$ cat src/rtl/assert_macros.svh
// Assertion macros used by the top-level RTL file; they expect clk and rst_n in scope.
`ifndef ASSERT_MACROS_SVH
`define ASSERT_MACROS_SVH

// When ante holds, cons must hold in the same cycle.
`define ASSERT_IMPL(lbl, ante, cons) \
    lbl: assert property (@(posedge clk) disable iff (!rst_n) (ante) |-> (cons)) \
        else $error("implication check failed");

// cond must never hold.
`define ASSERT_NEVER(lbl, cond) \
    lbl: assert property (@(posedge clk) disable iff (!rst_n) !(cond)) \
        else $error("forbidden condition seen");

`endif

$ cat src/rtl/bre_pkg.sv
// Shared types and constants of the BER REAL binary64 encoder.
`timescale 1ns / 1ps

package bre_pkg;

    localparam int MANT_W      = 53;          // binary64 significand digits
    localparam int EXPO_W      = 12;
    localparam int MAX_STRIP   = MANT_W / 8;  // trailing bytes that may be dropped
    localparam int LEN_W       = 3;
    localparam int IDX_W       = 4;
    localparam int QUEUE_DEPTH = 4;

    localparam logic [7:0]  TAG_REAL   = 8'h09;
    localparam logic [7:0]  HDR_BINARY = 8'h80;
    localparam logic [7:0]  INF_LEN    = 8'h01;
    localparam logic [7:0]  INF_PLUS   = 8'h40;   // minus infinity sets bit 0 (0x41)
    localparam logic [3:0]  SIGN_FILL  = 4'hF;    // top of 0xFF sign byte
    localparam logic [10:0] BEXP_MAX   = 11'h7FF;

    localparam logic signed [EXPO_W-1:0] EXPO_NORM_OFS = 12'sd1075;
    localparam logic signed [EXPO_W-1:0] EXPO_SUB      = -12'sd1074;
    localparam logic signed [EXPO_W-1:0] EXPO_ZERO     = -12'sd53;
    localparam logic signed [EXPO_W-1:0] EXPO_ONE_MIN  = -12'sd128;
    localparam logic signed [EXPO_W-1:0] EXPO_ONE_MAX  = 12'sd127;

    typedef enum logic [1:0] {
        KIND_NUM,
        KIND_INF,
        KIND_NAN
    } kind_t;

    typedef struct packed {
        kind_t                      kind;
        logic                       sign;
        logic signed [EXPO_W-1:0]   expo;
        logic [MANT_W-1:0]          mant;
        logic [LEN_W-1:0]           len_m;   // mantissa bytes, 1..7
    } job_t;

    typedef struct packed {
        logic full;
        logic empty;
    } q_stat_t;

endpackage

$ cat src/rtl/bre_front.sv
// Front end: accepts binary64 words, classifies and normalizes them in three stages.
`timescale 1ns / 1ps

module bre_front (
    input  logic              clk,
    input  logic              rst_n,
    input  logic              in_valid,
    output logic              in_stall,
    input  logic [63:0]       value_bits,
    input  bre_pkg::q_stat_t  q_stat,
    output logic              push,
    output bre_pkg::job_t     push_job
);

    logic v1_reg, v2_reg, v3_reg;
    logic rdy1, rdy2, rdy3;
    bre_pkg::job_t s1_reg, s2_reg, s3_reg;
    bre_pkg::job_t s1_next, s2_next, s3_next;

    assign rdy3     = !v3_reg || !q_stat.full;
    assign rdy2     = !v2_reg || rdy3;
    assign rdy1     = !v1_reg || rdy2;
    assign in_stall = !rdy1;
    assign push     = v3_reg && !q_stat.full;
    assign push_job = s3_reg;

    // stage 1: decode, coarse normalize by whole bytes
    always_comb
    begin
        logic [10:0]                         bexp;
        logic [51:0]                         frac;
        logic [bre_pkg::MANT_W-1:0]          mant0;
        logic signed [bre_pkg::EXPO_W-1:0]   expo0;
        logic [2:0]                          cb;
        logic                                run;
        bexp  = value_bits[62:52];
        frac  = value_bits[51:0];
        mant0 = {bexp != '0, frac};
        if (bexp != '0)
            expo0 = $signed({1'b0, bexp}) - bre_pkg::EXPO_NORM_OFS;
        else if (frac != '0)
            expo0 = bre_pkg::EXPO_SUB;
        else
            expo0 = bre_pkg::EXPO_ZERO;
        run = 1'b1;
        cb  = '0;
        for (int i = 0; i < bre_pkg::MAX_STRIP; i++)
        begin
            run = run && (mant0[bre_pkg::MANT_W-1-8*i -: 8] == '0);
            if (run)
                cb = 3'(i + 1);
        end
        if (mant0 == '0)
            cb = '0;
        s1_next.sign  = value_bits[63];
        if (bexp == bre_pkg::BEXP_MAX)
            s1_next.kind = (frac != '0) ? bre_pkg::KIND_NAN : bre_pkg::KIND_INF;
        else
            s1_next.kind = bre_pkg::KIND_NUM;
        s1_next.mant  = mant0 << {cb, 3'b000};
        s1_next.expo  = expo0 - bre_pkg::EXPO_W'({cb, 3'b000});
        s1_next.len_m = '0;
    end

    // stage 2: fine normalize, up to seven bit positions
    always_comb
    begin
        logic [2:0] f;
        logic       run;
        run = 1'b1;
        f   = '0;
        for (int i = 0; i < 7; i++)
        begin
            run = run && !s1_reg.mant[bre_pkg::MANT_W-1-i];
            if (run)
                f = 3'(i + 1);
        end
        if (s1_reg.mant == '0)
            f = '0;
        s2_next      = s1_reg;
        s2_next.mant = s1_reg.mant << f;
        s2_next.expo = s1_reg.expo - bre_pkg::EXPO_W'(f);
    end

    // stage 3: drop trailing zero bytes; a normalized mantissa is 7 bytes long
    always_comb
    begin
        logic [2:0] n;
        logic       run;
        run = 1'b1;
        n   = '0;
        for (int i = 0; i < bre_pkg::MAX_STRIP; i++)
        begin
            run = run && (s2_reg.mant[8*i +: 8] == '0);
            if (run)
                n = 3'(i + 1);
        end
        s3_next       = s2_reg;
        s3_next.mant  = s2_reg.mant >> {n, 3'b000};
        s3_next.expo  = s2_reg.expo + bre_pkg::EXPO_W'({n, 3'b000});
        s3_next.len_m = 3'd7 - n;
    end

    always_ff @(posedge clk or negedge rst_n)
    begin
        if (!rst_n)
        begin
            v1_reg <= 1'b0;
            v2_reg <= 1'b0;
            v3_reg <= 1'b0;
        end
        else
        begin
            if (rdy1)
                v1_reg <= in_valid;
            if (rdy2)
                v2_reg <= v1_reg;
            if (rdy3)
                v3_reg <= v2_reg;
        end
    end

    always_ff @(posedge clk)
    begin
        if (rdy1 && in_valid)
            s1_reg <= s1_next;
        if (rdy2 && v1_reg)
            s2_reg <= s2_next;
        if (rdy3 && v2_reg)
            s3_reg <= s3_next;
    end

endmodule

$ cat src/rtl/bre_queue.sv
// Short queue of normalized jobs between the front end and the byte sequencer.
`timescale 1ns / 1ps

module bre_queue #(
    parameter int DEPTH = bre_pkg::QUEUE_DEPTH
) (
    input  logic              clk,
    input  logic              rst_n,
    input  logic              push,
    input  bre_pkg::job_t     push_job,
    input  logic              pop,
    output bre_pkg::job_t     rd_job,
    output bre_pkg::q_stat_t  q_stat
);

    localparam int PTR_W = $clog2(DEPTH);
    localparam int CNT_W = $clog2(DEPTH + 1);

    bre_pkg::job_t     slot_reg [DEPTH];
    logic [PTR_W-1:0]  wr_ptr_reg, rd_ptr_reg;
    logic [PTR_W-1:0]  wr_ptr_next, rd_ptr_next;
    logic [CNT_W-1:0]  count_reg, count_next;

    assign rd_job       = slot_reg[rd_ptr_reg];
    assign q_stat.full  = (count_reg == CNT_W'(DEPTH));
    assign q_stat.empty = (count_reg == '0);

    always_comb
    begin
        wr_ptr_next = wr_ptr_reg;
        rd_ptr_next = rd_ptr_reg;
        count_next  = count_reg;
        if (push)
            wr_ptr_next = (wr_ptr_reg == PTR_W'(DEPTH - 1)) ? '0 : wr_ptr_reg + 1'b1;
        if (pop)
            rd_ptr_next = (rd_ptr_reg == PTR_W'(DEPTH - 1)) ? '0 : rd_ptr_reg + 1'b1;
        if (push && !pop)
            count_next = count_reg + 1'b1;
        else if (pop && !push)
            count_next = count_reg - 1'b1;
    end

    always_ff @(posedge clk or negedge rst_n)
    begin
        if (!rst_n)
        begin
            wr_ptr_reg <= '0;
            rd_ptr_reg <= '0;
            count_reg  <= '0;
        end
        else
        begin
            wr_ptr_reg <= wr_ptr_next;
            rd_ptr_reg <= rd_ptr_next;
            count_reg  <= count_next;
        end
    end

    always_ff @(posedge clk)
    begin
        if (push)
            slot_reg[wr_ptr_reg] <= push_job;
    end

endmodule

$ cat src/rtl/bre_back.sv
// Back end: walks one job byte by byte into the registered output word.
`timescale 1ns / 1ps

module bre_back (
    input  logic              clk,
    input  logic              rst_n,
    input  bre_pkg::q_stat_t  q_stat,
    input  bre_pkg::job_t     rd_job,
    output logic              pop,
    output logic              out_valid,
    input  logic              out_stall,
    output logic [7:0]        out_byte,
    output logic              last,
    output logic              error
);

    localparam logic [bre_pkg::IDX_W-1:0] IDX_TAG = 4'd0;
    localparam logic [bre_pkg::IDX_W-1:0] IDX_LEN = 4'd1;
    localparam logic [bre_pkg::IDX_W-1:0] IDX_HDR = 4'd2;
    localparam logic [bre_pkg::IDX_W-1:0] IDX_EXP = 4'd3;

    bre_pkg::job_t               job_reg;
    logic                        busy_reg, busy_next;
    logic                        two_reg;      // exponent takes two bytes
    logic [bre_pkg::IDX_W-1:0]   idx_reg, idx_next;
    logic [bre_pkg::IDX_W-1:0]   last_idx_reg, last_idx_load;
    logic                        out_valid_reg, out_valid_next;
    logic [7:0]                  out_byte_reg;
    logic                        last_reg, error_reg;

    logic signed [bre_pkg::EXPO_W-1:0] rd_expo;
    logic        two_load;
    logic        out_take, gen, cur_last, done, load;
    logic [7:0]  byte_val;
    logic        err_val;

    assign out_valid = out_valid_reg;
    assign out_byte  = out_byte_reg;
    assign last      = last_reg;
    assign error     = error_reg;

    assign rd_expo  = rd_job.expo;
    assign two_load = (rd_expo < bre_pkg::EXPO_ONE_MIN) || (rd_expo > bre_pkg::EXPO_ONE_MAX);

    always_comb
    begin
        case (rd_job.kind)
            bre_pkg::KIND_NUM: last_idx_load = 4'd3 + {3'b000, two_load} + {1'b0, rd_job.len_m};
            bre_pkg::KIND_INF: last_idx_load = IDX_HDR;
            default:           last_idx_load = IDX_TAG;
        endcase
    end

    assign out_take = !out_valid_reg || !out_stall;
    assign gen      = busy_reg && out_take;
    assign cur_last = (idx_reg == last_idx_reg);
    assign done     = gen && cur_last;
    assign load     = !q_stat.empty && (!busy_reg || done);
    assign pop      = load;

    // byte at the current position of the job
    always_comb
    begin
        logic [3:0]  j;
        logic [55:0] mant_pad;
        j        = last_idx_reg - idx_reg;
        mant_pad = {3'b000, job_reg.mant} >> {j[2:0], 3'b000};
        byte_val = '0;
        err_val  = 1'b0;
        case (job_reg.kind)
            bre_pkg::KIND_NUM:
            begin
                case (idx_reg)
                    IDX_TAG: byte_val = bre_pkg::TAG_REAL;
                    IDX_LEN: byte_val = 8'd2 + {7'b0, two_reg} + {5'b0, job_reg.len_m};
                    IDX_HDR: byte_val = bre_pkg::HDR_BINARY | {1'b0, job_reg.sign, 5'b0, two_reg};
                    IDX_EXP:
                    begin
                        if (two_reg)
                            byte_val = {job_reg.expo[bre_pkg::EXPO_W-1]
                                        ? bre_pkg::SIGN_FILL : 4'h0, job_reg.expo[11:8]};
                        else
                            byte_val = job_reg.expo[7:0];
                    end
                    default:
                    begin
                        if (two_reg && idx_reg == IDX_EXP + 1'b1)
                            byte_val = job_reg.expo[7:0];
                        else
                            byte_val = mant_pad[7:0];
                    end
                endcase
            end
            bre_pkg::KIND_INF:
            begin
                case (idx_reg)
                    IDX_TAG: byte_val = bre_pkg::TAG_REAL;
                    IDX_LEN: byte_val = bre_pkg::INF_LEN;
                    default: byte_val = bre_pkg::INF_PLUS | {7'b0, job_reg.sign};
                endcase
            end
            default:
            begin
                byte_val = '0;
                err_val  = 1'b1;
            end
        endcase
    end

    always_comb
    begin
        busy_next      = busy_reg;
        idx_next       = idx_reg;
        out_valid_next = out_valid_reg;
        if (load)
        begin
            busy_next = 1'b1;
            idx_next  = '0;
        end
        else if (done)
            busy_next = 1'b0;
        else if (gen)
            idx_next = idx_reg + 1'b1;
        if (gen)
            out_valid_next = 1'b1;
        else if (out_take)
            out_valid_next = 1'b0;
    end

    always_ff @(posedge clk or negedge rst_n)
    begin
        if (!rst_n)
        begin
            busy_reg      <= 1'b0;
            idx_reg       <= '0;
            out_valid_reg <= 1'b0;
        end
        else
        begin
            busy_reg      <= busy_next;
            idx_reg       <= idx_next;
            out_valid_reg <= out_valid_next;
        end
    end

    always_ff @(posedge clk)
    begin
        if (load)
        begin
            job_reg      <= rd_job;
            two_reg      <= two_load;
            last_idx_reg <= last_idx_load;
        end
        if (gen)
        begin
            out_byte_reg <= byte_val;
            last_reg     <= cur_last;
            error_reg    <= err_val;
        end
    end

endmodule

$ cat src/rtl/ber_real_double_encoder.sv
// Words pass the three normalize stages and the job queue before the byte sequencer.
// Throughput: one byte per cycle while out_stall is low; bytes per word:
//   1 for NaN, 3 for infinity, 5 to 12 for finite values, set by the byte sequencer.
// Three normalize stages and a small job queue let the next word enter while bytes drain.
// Reset: rst_n asynchronous, active low; clears stage valids, queue pointers and sequencer.
`timescale 1ns / 1ps
`include "assert_macros.svh"

module ber_real_double_encoder #(
    parameter int QUEUE_DEPTH = bre_pkg::QUEUE_DEPTH
) (
    input  logic        clk,
    input  logic        rst_n,
    input  logic        in_valid,
    output logic        in_stall,
    input  logic [63:0] value_bits,
    output logic        out_valid,
    input  logic        out_stall,
    output logic [7:0]  out_byte,
    output logic        last,
    output logic        error
);

    bre_pkg::q_stat_t q_stat;
    bre_pkg::job_t    push_job, rd_job;
    logic             push, pop;

    bre_front u_front (
        .clk        (clk),
        .rst_n      (rst_n),
        .in_valid   (in_valid),
        .in_stall   (in_stall),
        .value_bits (value_bits),
        .q_stat     (q_stat),
        .push       (push),
        .push_job   (push_job)
    );

    bre_queue #(
        .DEPTH (QUEUE_DEPTH)
    ) u_queue (
        .clk      (clk),
        .rst_n    (rst_n),
        .push     (push),
        .push_job (push_job),
        .pop      (pop),
        .rd_job   (rd_job),
        .q_stat   (q_stat)
    );

    bre_back u_back (
        .clk       (clk),
        .rst_n     (rst_n),
        .q_stat    (q_stat),
        .rd_job    (rd_job),
        .pop       (pop),
        .out_valid (out_valid),
        .out_stall (out_stall),
        .out_byte  (out_byte),
        .last      (last),
        .error     (error)
    );

    // NaN word is a lone zero byte
    `ASSERT_IMPL(a_nan_single, out_valid && error, last && out_byte == '0)
    `ASSERT_IMPL(a_err_only_last, out_valid && !last, !error)
    `ASSERT_NEVER(a_q_full_empty, q_stat.full && q_stat.empty)

endmodule

$ cat config.mk
export PLATFORM = sky130hd
export DESIGN_NAME = ber_real_double_encoder
export DESIGN_NICKNAME = d
export VERILOG_FILES = /design/src/rtl/bre_pkg.sv /design/src/rtl/bre_front.sv /design/src/rtl/bre_queue.sv /design/src/rtl/bre_back.sv /design/src/rtl/ber_real_double_encoder.sv
export VERILOG_INCLUDE_DIRS = /design/src /design/src/rtl
export SDC_FILE = /design/constraint.sdc
export NUM_CORES = 1
export LEC_CHECK = 0
export BUFFER_PORTS_ARGS = -buffer_cell sky130_fd_sc_hd__buf_2
export CELL_PAD_IN_SITES_DETAIL_PLACEMENT = 0
export CELL_PAD_IN_SITES_GLOBAL_PLACEMENT = 1
export CORE_ASPECT_RATIO = 0.5
export CORE_UTILIZATION = 35
export DETAILED_ROUTE_END_ITERATION = 10
export HOLD_SLACK_MARGIN = 0.02
export PLACE_DENSITY_LB_ADDON = 0.15
export SLEW_MARGIN = 20
export SYNTH_ARGS = -nofsm -noshare
export SYNTH_HDL_FRONTEND = slang
export SYNTH_SLANG_ARGS = --single-unit
export TNS_END_PERCENT = 20
$ cat constraint.sdc
create_clock -name clk -period 8.2 [get_ports clk]
set_input_delay 1.23 -clock clk [delete_from_list [all_inputs] [get_ports clk]]
set_output_delay 1.23 -clock clk [all_outputs]
set_load 0.005 [all_outputs]
# == Word-level counts from Yosys, hierarchy flattened ==
# Memories as Yosys holds them, arrays and structs flattened.
# Index checks and enable logic that the tools add are counted.
# totals
regBits,309
ram_bits,284
input_bits,68
out_inout_bits,12
word_cells,187
mem_count,1
# classes
add_sub_neg,15
magnitude_cmp,2
n_eq_ne,12
shifts,4
muxes,45
n_reduce_logical,76
# mem_list
memory,words,width,rd,rd_clocked_by_memory_dff,wr,line,text
u_queue.slot_reg,4,71,1,0,1,bre_queue.sv:19,bre_pkg::job_t slot_reg [DEPTH];
# ops
op,count
$logic_not A53 Y1,2
$logic_not A8 Y1,12
$shl A53 B3 Y53,1
$shl A53 B6 Y53,1
$shr A53 B6 Y53,1
$shr A53 B6 Y8,1
$reduce_bool A52 Y1,1
$mux W3,16
$pmux W8 S4,1
$logic_and A1 B1 Y1,26
$logic_not A1 Y1,18
$mux W4,4
$mux W8,2
$pmux W8 S2,1
$mux W2,7
$pmux W7 S2,1
$add A12 B6 Y12,1
$gt A12 B8 Y1 const B,1
$lt A12 B8 Y1 const B,1
$mux W12,1
$sub A11 B11 Y12 const B,1
$sub A12 B3 Y12,1
$sub A12 B6 Y12,1
$eq A11 B11 Y1 const B,1
other kinds (28),51

# == Depth between registers and ports, before layout ==
# depth
word_depth,10
depth_mapped,18

# == Hierarchy ==
# Synthesis repeated with hierarchy kept, for this count alone.
# hier_totals
hier_cells,1747
area_unflattened_um2,27134.8
# modules_own_cells
mod,instances,cells_each,area_each_um2,seq_area_each_um2
bre_front,1,1064,12199.2,6291.0
bre_queue,1,408,10734.0,8703.3
bre_back,1,275,4201.5,2732.6

# == Least setup slack after synthesis ==
# Ideal clock, no wire load.
# synth_path
kind,reg-to-reg
start,reg u_back.idx_reg[0] (netlist name)
end,reg u_queue.count_reg[1]
t_arrival_ps,5382
t_required_ps,8075
slack_ps,2694
path_stages_with_launch,13
path_buffers,3
cell_sequence,dfrtp_1 > ha_1 > clkbuf_1 > clkbuf_1 > nand4_1 > o21ai_0 > o31a_1 > clkbuf_1 > inv_1 > ha_1 > inv_1 > fa_1 > mux2_2
# synth_via
elab_chain_len,7
word_cells_on_any_way,9
cone_classes,1 x eq/ne; 1 x mux; 7 x reduce/logical
# synth_rtl
item,line,text
from (decl),bre_back.sv:25,"logic [bre_pkg::IDX_W-1:0] idx_reg, idx_next;"
from (signal assigned),bre_back.sv:141,idx_reg <= idx_next;
$eq A4 B4 Y1,bre_back.sv:56,assign cur_last = (idx_reg == last_idx_reg);
$logic_and A1 B1 Y1,bre_back.sv:57,assign done = gen && cur_last;
$logic_or A1 B1 Y1,bre_back.sv:58,assign load = !q_stat.empty && (!busy_reg || done);
$logic_and A1 B1 Y1,bre_back.sv:58,
net pop,ber_real_double_encoder.sv:26,"logic push, pop;"
$logic_not A1 Y1,bre_queue.sv:37,if (push && !pop)
$logic_and A1 B1 Y1,bre_queue.sv:37,
$mux W3,bre_queue.sv:37,
net u_queue.count_next[1],bre_queue.sv:22,"logic [CNT_W-1:0] count_reg, count_next;"
to (signal assigned),bre_queue.sv:55,count_reg <= count_next;
to (decl),bre_queue.sv:22,
# The timed path passes the listed nets, and every way through them passes these cells.
# A chain may end at the register's enable or synchronous reset.

==> metrics.md <==
| Metric | Value |
|---|---|
| # rows | 70 |
| Ports | 80 |
| Crit. End Element | flip-flop |
| R2R Path Start | u_front.s2_reg[16]$_DFFE_PP_ |
| Hold Fails Final Rpt | 0 |
| Synth Area in Adders | 0.0179 |
| Global-route wire length before repair | 101000 um |
| Final Max Slew Viols | 0 |
| Mapped Nets | 1831 |
| Number of hold buffers added after CTS | 0 |
| Outcome | completed |
| Internal Power | 0.00624 W |
| Setup Buffers After CTS | 0 |
| PortBufs | 79 |
| Ranking of synthesized cells by area | edfxtp_1 66%, mux4_2 6.8%, o22ai_1 2.1% |
| Pin count of the biggest net entering global routing | 69 |
| Post-route DRC | 0 |
| CTS sink count | 593 |
| Area grow syn2layout | 12.0% |
| RePlAce Congestion | 0.841 |
| Top-area cell type share of the netlist area | 0.658 |
| Netlist cell types | 76 |
| Root Driver | clkbuf_16 |
| Die Area | 76400 um2 |
| Power Density | 301 nW/um2 |
| Pleak | 9.96 nW |
| Fraction of registers with async set/reset | 0.0270 |
| Vias | 15313 |
| Sw Share | 0.298 |
| Total global routing overflow | 0 |
| Fin crit period | 4740 ps |
| Min Hold Slack | 423 ps |
| DR WL/cell | 23.8 um |
| Final period util | 0.578 |
| Crit start category | input port |
| CORE AREA | 73700 um2 |
| Cts repair resizes | 0 |
| Largest register FFs | 284 |
| Setup TNS after final layout | 0 ps |
| Xor and xnor area share after synthesis | 0.0140 |
| Main synth FF type | edfxtp_1 |
| Max-cap violations | 0 |
| Worst-path clk slew | 70 ps |
| Worst slew margin | 0.341 |
| Total power | 0.00889 W |
| Post-synthesis mux area share | 0.0989 |
| TritonCTS buffer count | 53 |
| Nets | 1902 |
| Unrepaired setup endpoints after global routing | no |
| Antenna violations before repair | 1 |
| Setup violators final | 0 |
| DP Wirelength | 46100 um |
| Post-synthesis simple-gate area fraction | 0.0718 |
| Initial Util | 0.357 |
| VDD IR max | 183 uV |
| Ys Warns | 0 |
| DR pass1 iterations | 5 |
| Kind of critical path | input port to flip-flop |
| Post-route ant nets | 0 |
| Synthesized flop and latch total | 593 |
| Post-synthesis instance total | 1729 |
| Sequential fraction of the synthesis area | 0.673 |
| Mean cell area of the mapped netlist | 15.2 um2 |
| Total track usage | 0.178 |
| Post-layout util | 0.400 |
| Fmax | 0.211 GHz |
| Worst-skew pair later-pin latency | 630 ps |
| Area leader, netlist | edfxtp_1 |
| Clock network fraction of design power | 0.272 |
| Bufs on Longest Clock Path | 3 |
| Share of cells above drive strength 1 | 0.175 |
| Psw | 0.00264 W |
| Worst EP required | 8560 ps |
| HP Start | u_front.s2_reg[57]$_DFFE_PP_ |
| Combinational share of power | 0.217 |
| Compound-Gate Fraction of Synth Area | 0.102 |
| Chip Height | 196 um |
| Max Clock Skew | 41.3 ps |
| Vias in the first global route | 15257 |
| Largest family of logic cells by synthesized area | compound AO/OA/AOI/OAI gates |
| Iteration-0 DRC count of the detailed router | 1314 |
| CP Max Fanout | 19 |
| Part of the power in registers | 0.512 |
| CTS tree | built |
| Critical path arrival | 5100 ps |
| H-tree lvl count | 2 |
| Drt via density | 5.37 |
| DRT Wirelength | 67900 um |
| Synthesized cell area | 26300 um2 |
| Worst Max-Slew Pin Slew | 985 ps |
| Chip width | 390 um |
| EDFF count, synth | 577 |
| HP Class | flip-flop to flip-flop |
| Worst Setup SP | value_bits[52] |
power groups by stage:
stage / registers (W) / clock network (W) / logic [W]
floorplan: 0.00443 / 0 / 0.00136
global placement: 0.00460 / 0 / 0.00198
detailed placement: 0.00462 / 0 / 0.00198
CTS: 0.00456 / 0.00248 / 0.00199
global route: 0.00462 / 0.00258 / 0.00210
finish: 0.00455 / 0.00241 / 0.00193
cell type report:
cell class / instances / area (um2)
Multi-Input combinational cell: 997 / 8050
Tap cell: 1008 / 1260
Inverter: 49 / 185
Antenna cell: 2 / 5.00
Clock inverter: 32 / 279
Sequential cell: 593 / 17700
Clock buffer: 64 / 1370
Fill cell: 6903 / 44300
Timing Repair Buffer: 106 / 598
cells in the final DEF (no fill, tap or decap), types with 14 or more instances in the layout:
| master | count |
|---|---|
| clkbuf_16 | 53 |
| buf_2 | 79 |
| nand2_1 | 79 |
| inv_1 | 43 |
| ha_1 | 28 |
| mux4_2 | 79 |
| edfxtp_1 | 577 |
| nor2_1 | 127 |
| and2_1 | 28 |
| mux2i_1 | 52 |
| o211ai_1 | 18 |
| o21ai_0 | 32 |
| nor4_1 | 37 |
| a211oi_1 | 33 |
| a21o_1 | 19 |
| buf_4 | 27 |
| xor2_1 | 23 |
| mux2_2 | 26 |
| xnor2_1 | 19 |
| a22o_1 | 41 |
| a21oi_1 | 58 |
| o22ai_1 | 88 |
| dfrtp_1 | 14 |
| nand3_1 | 14 |
per-layer routing:
metal,vias to the layer above,part of all wire,global-route usage,wire [um]
li1,7067,-,-,-
met1,7792,0.50,0.273,33900
met2,370,0.44,0.265,29900
met3,84,0.041,0.0227,2780
met4,0,0.020,0.0465,1340
met5,-,0,0,0
worst paths after layout:
kind / endpoint / slack [ps] / cells past startpoint
worst min-delay path: u_front.push_job[57]$_DFFE_PP_ / 420 / 0
worst max-delay path: u_front.s1_reg[64]$_DFFE_PP_ / 3460 / 14
worst min register to register: u_front.push_job[57]$_DFFE_PP_ / 420 / 0
max in group asynchronous: u_queue.rd_ptr_reg[1]$_DFFE_PN0P_ / 7290 / 1
min in group asynchronous: u_queue.rd_ptr_reg[0]$_DFFE_PN0P_ / 550 / 1
worst max register to register: u_front.push_job[4]$_DFFE_PP_ / 3520 / 12
synth_stat cells (13+ instances only):
master    instances
o22ai_1          88
mux2_2           26
and2_1           34
o21ai_0          32
a211oi_1         33
clkbuf_1         55
ha_1             28
mux2i_1          52
nand3_1          14
xnor2_1          19
nand2_1          79
nor4_1           37
a22o_1           41
nor2_1          127
buf_2            18
a21oi_1          58
inv_1            43
edfxtp_1        577
xor2_1           23
a21o_1           20
nor2b_1          13
dfrtp_1          16
o211ai_1         18
mux4_2           79
critical path, cell delays in order:
cell	delay [ps]
buf_2	130
inv_1	60
ha_1	130
or4b_1	470
or4_4	640
nor3_4	270
o21a_1	660
inv_2	180
ha_1	390
a21o_1	230
o31a_1	290
o22a_1	170
o22ai_1	170
xor2_1	80
logic make-up (layout without fill, tap and decap cells):
logic type	count (synthesis)	after routing
flops	593	593
compound gates	385	385
simple gates	378	378
mux	158	158
buf+inv	139	251
xor+xnor	42	42
fa+ha+maj	34	34
other cells	0	2
stage by stage:
| step | cells | worst slack (ps) | cell area (um2) |
|---|---|---|---|
| 2_1_floorplan | 1729 | 2690 | 26300 |
| 3_3_place_gp | 2753 | 2870 | 27800 |
| 3_5_place_dp | 2753 | 2860 | 27800 |
| 4_1_cts | 2849 | 3510 | 29500 |
| 5_1_grt | 2849 | 3190 | 29500 |
| 6_report | 2851 | 3460 | 29500 |
No activity file was read; power rests on OpenSTA's default activity.
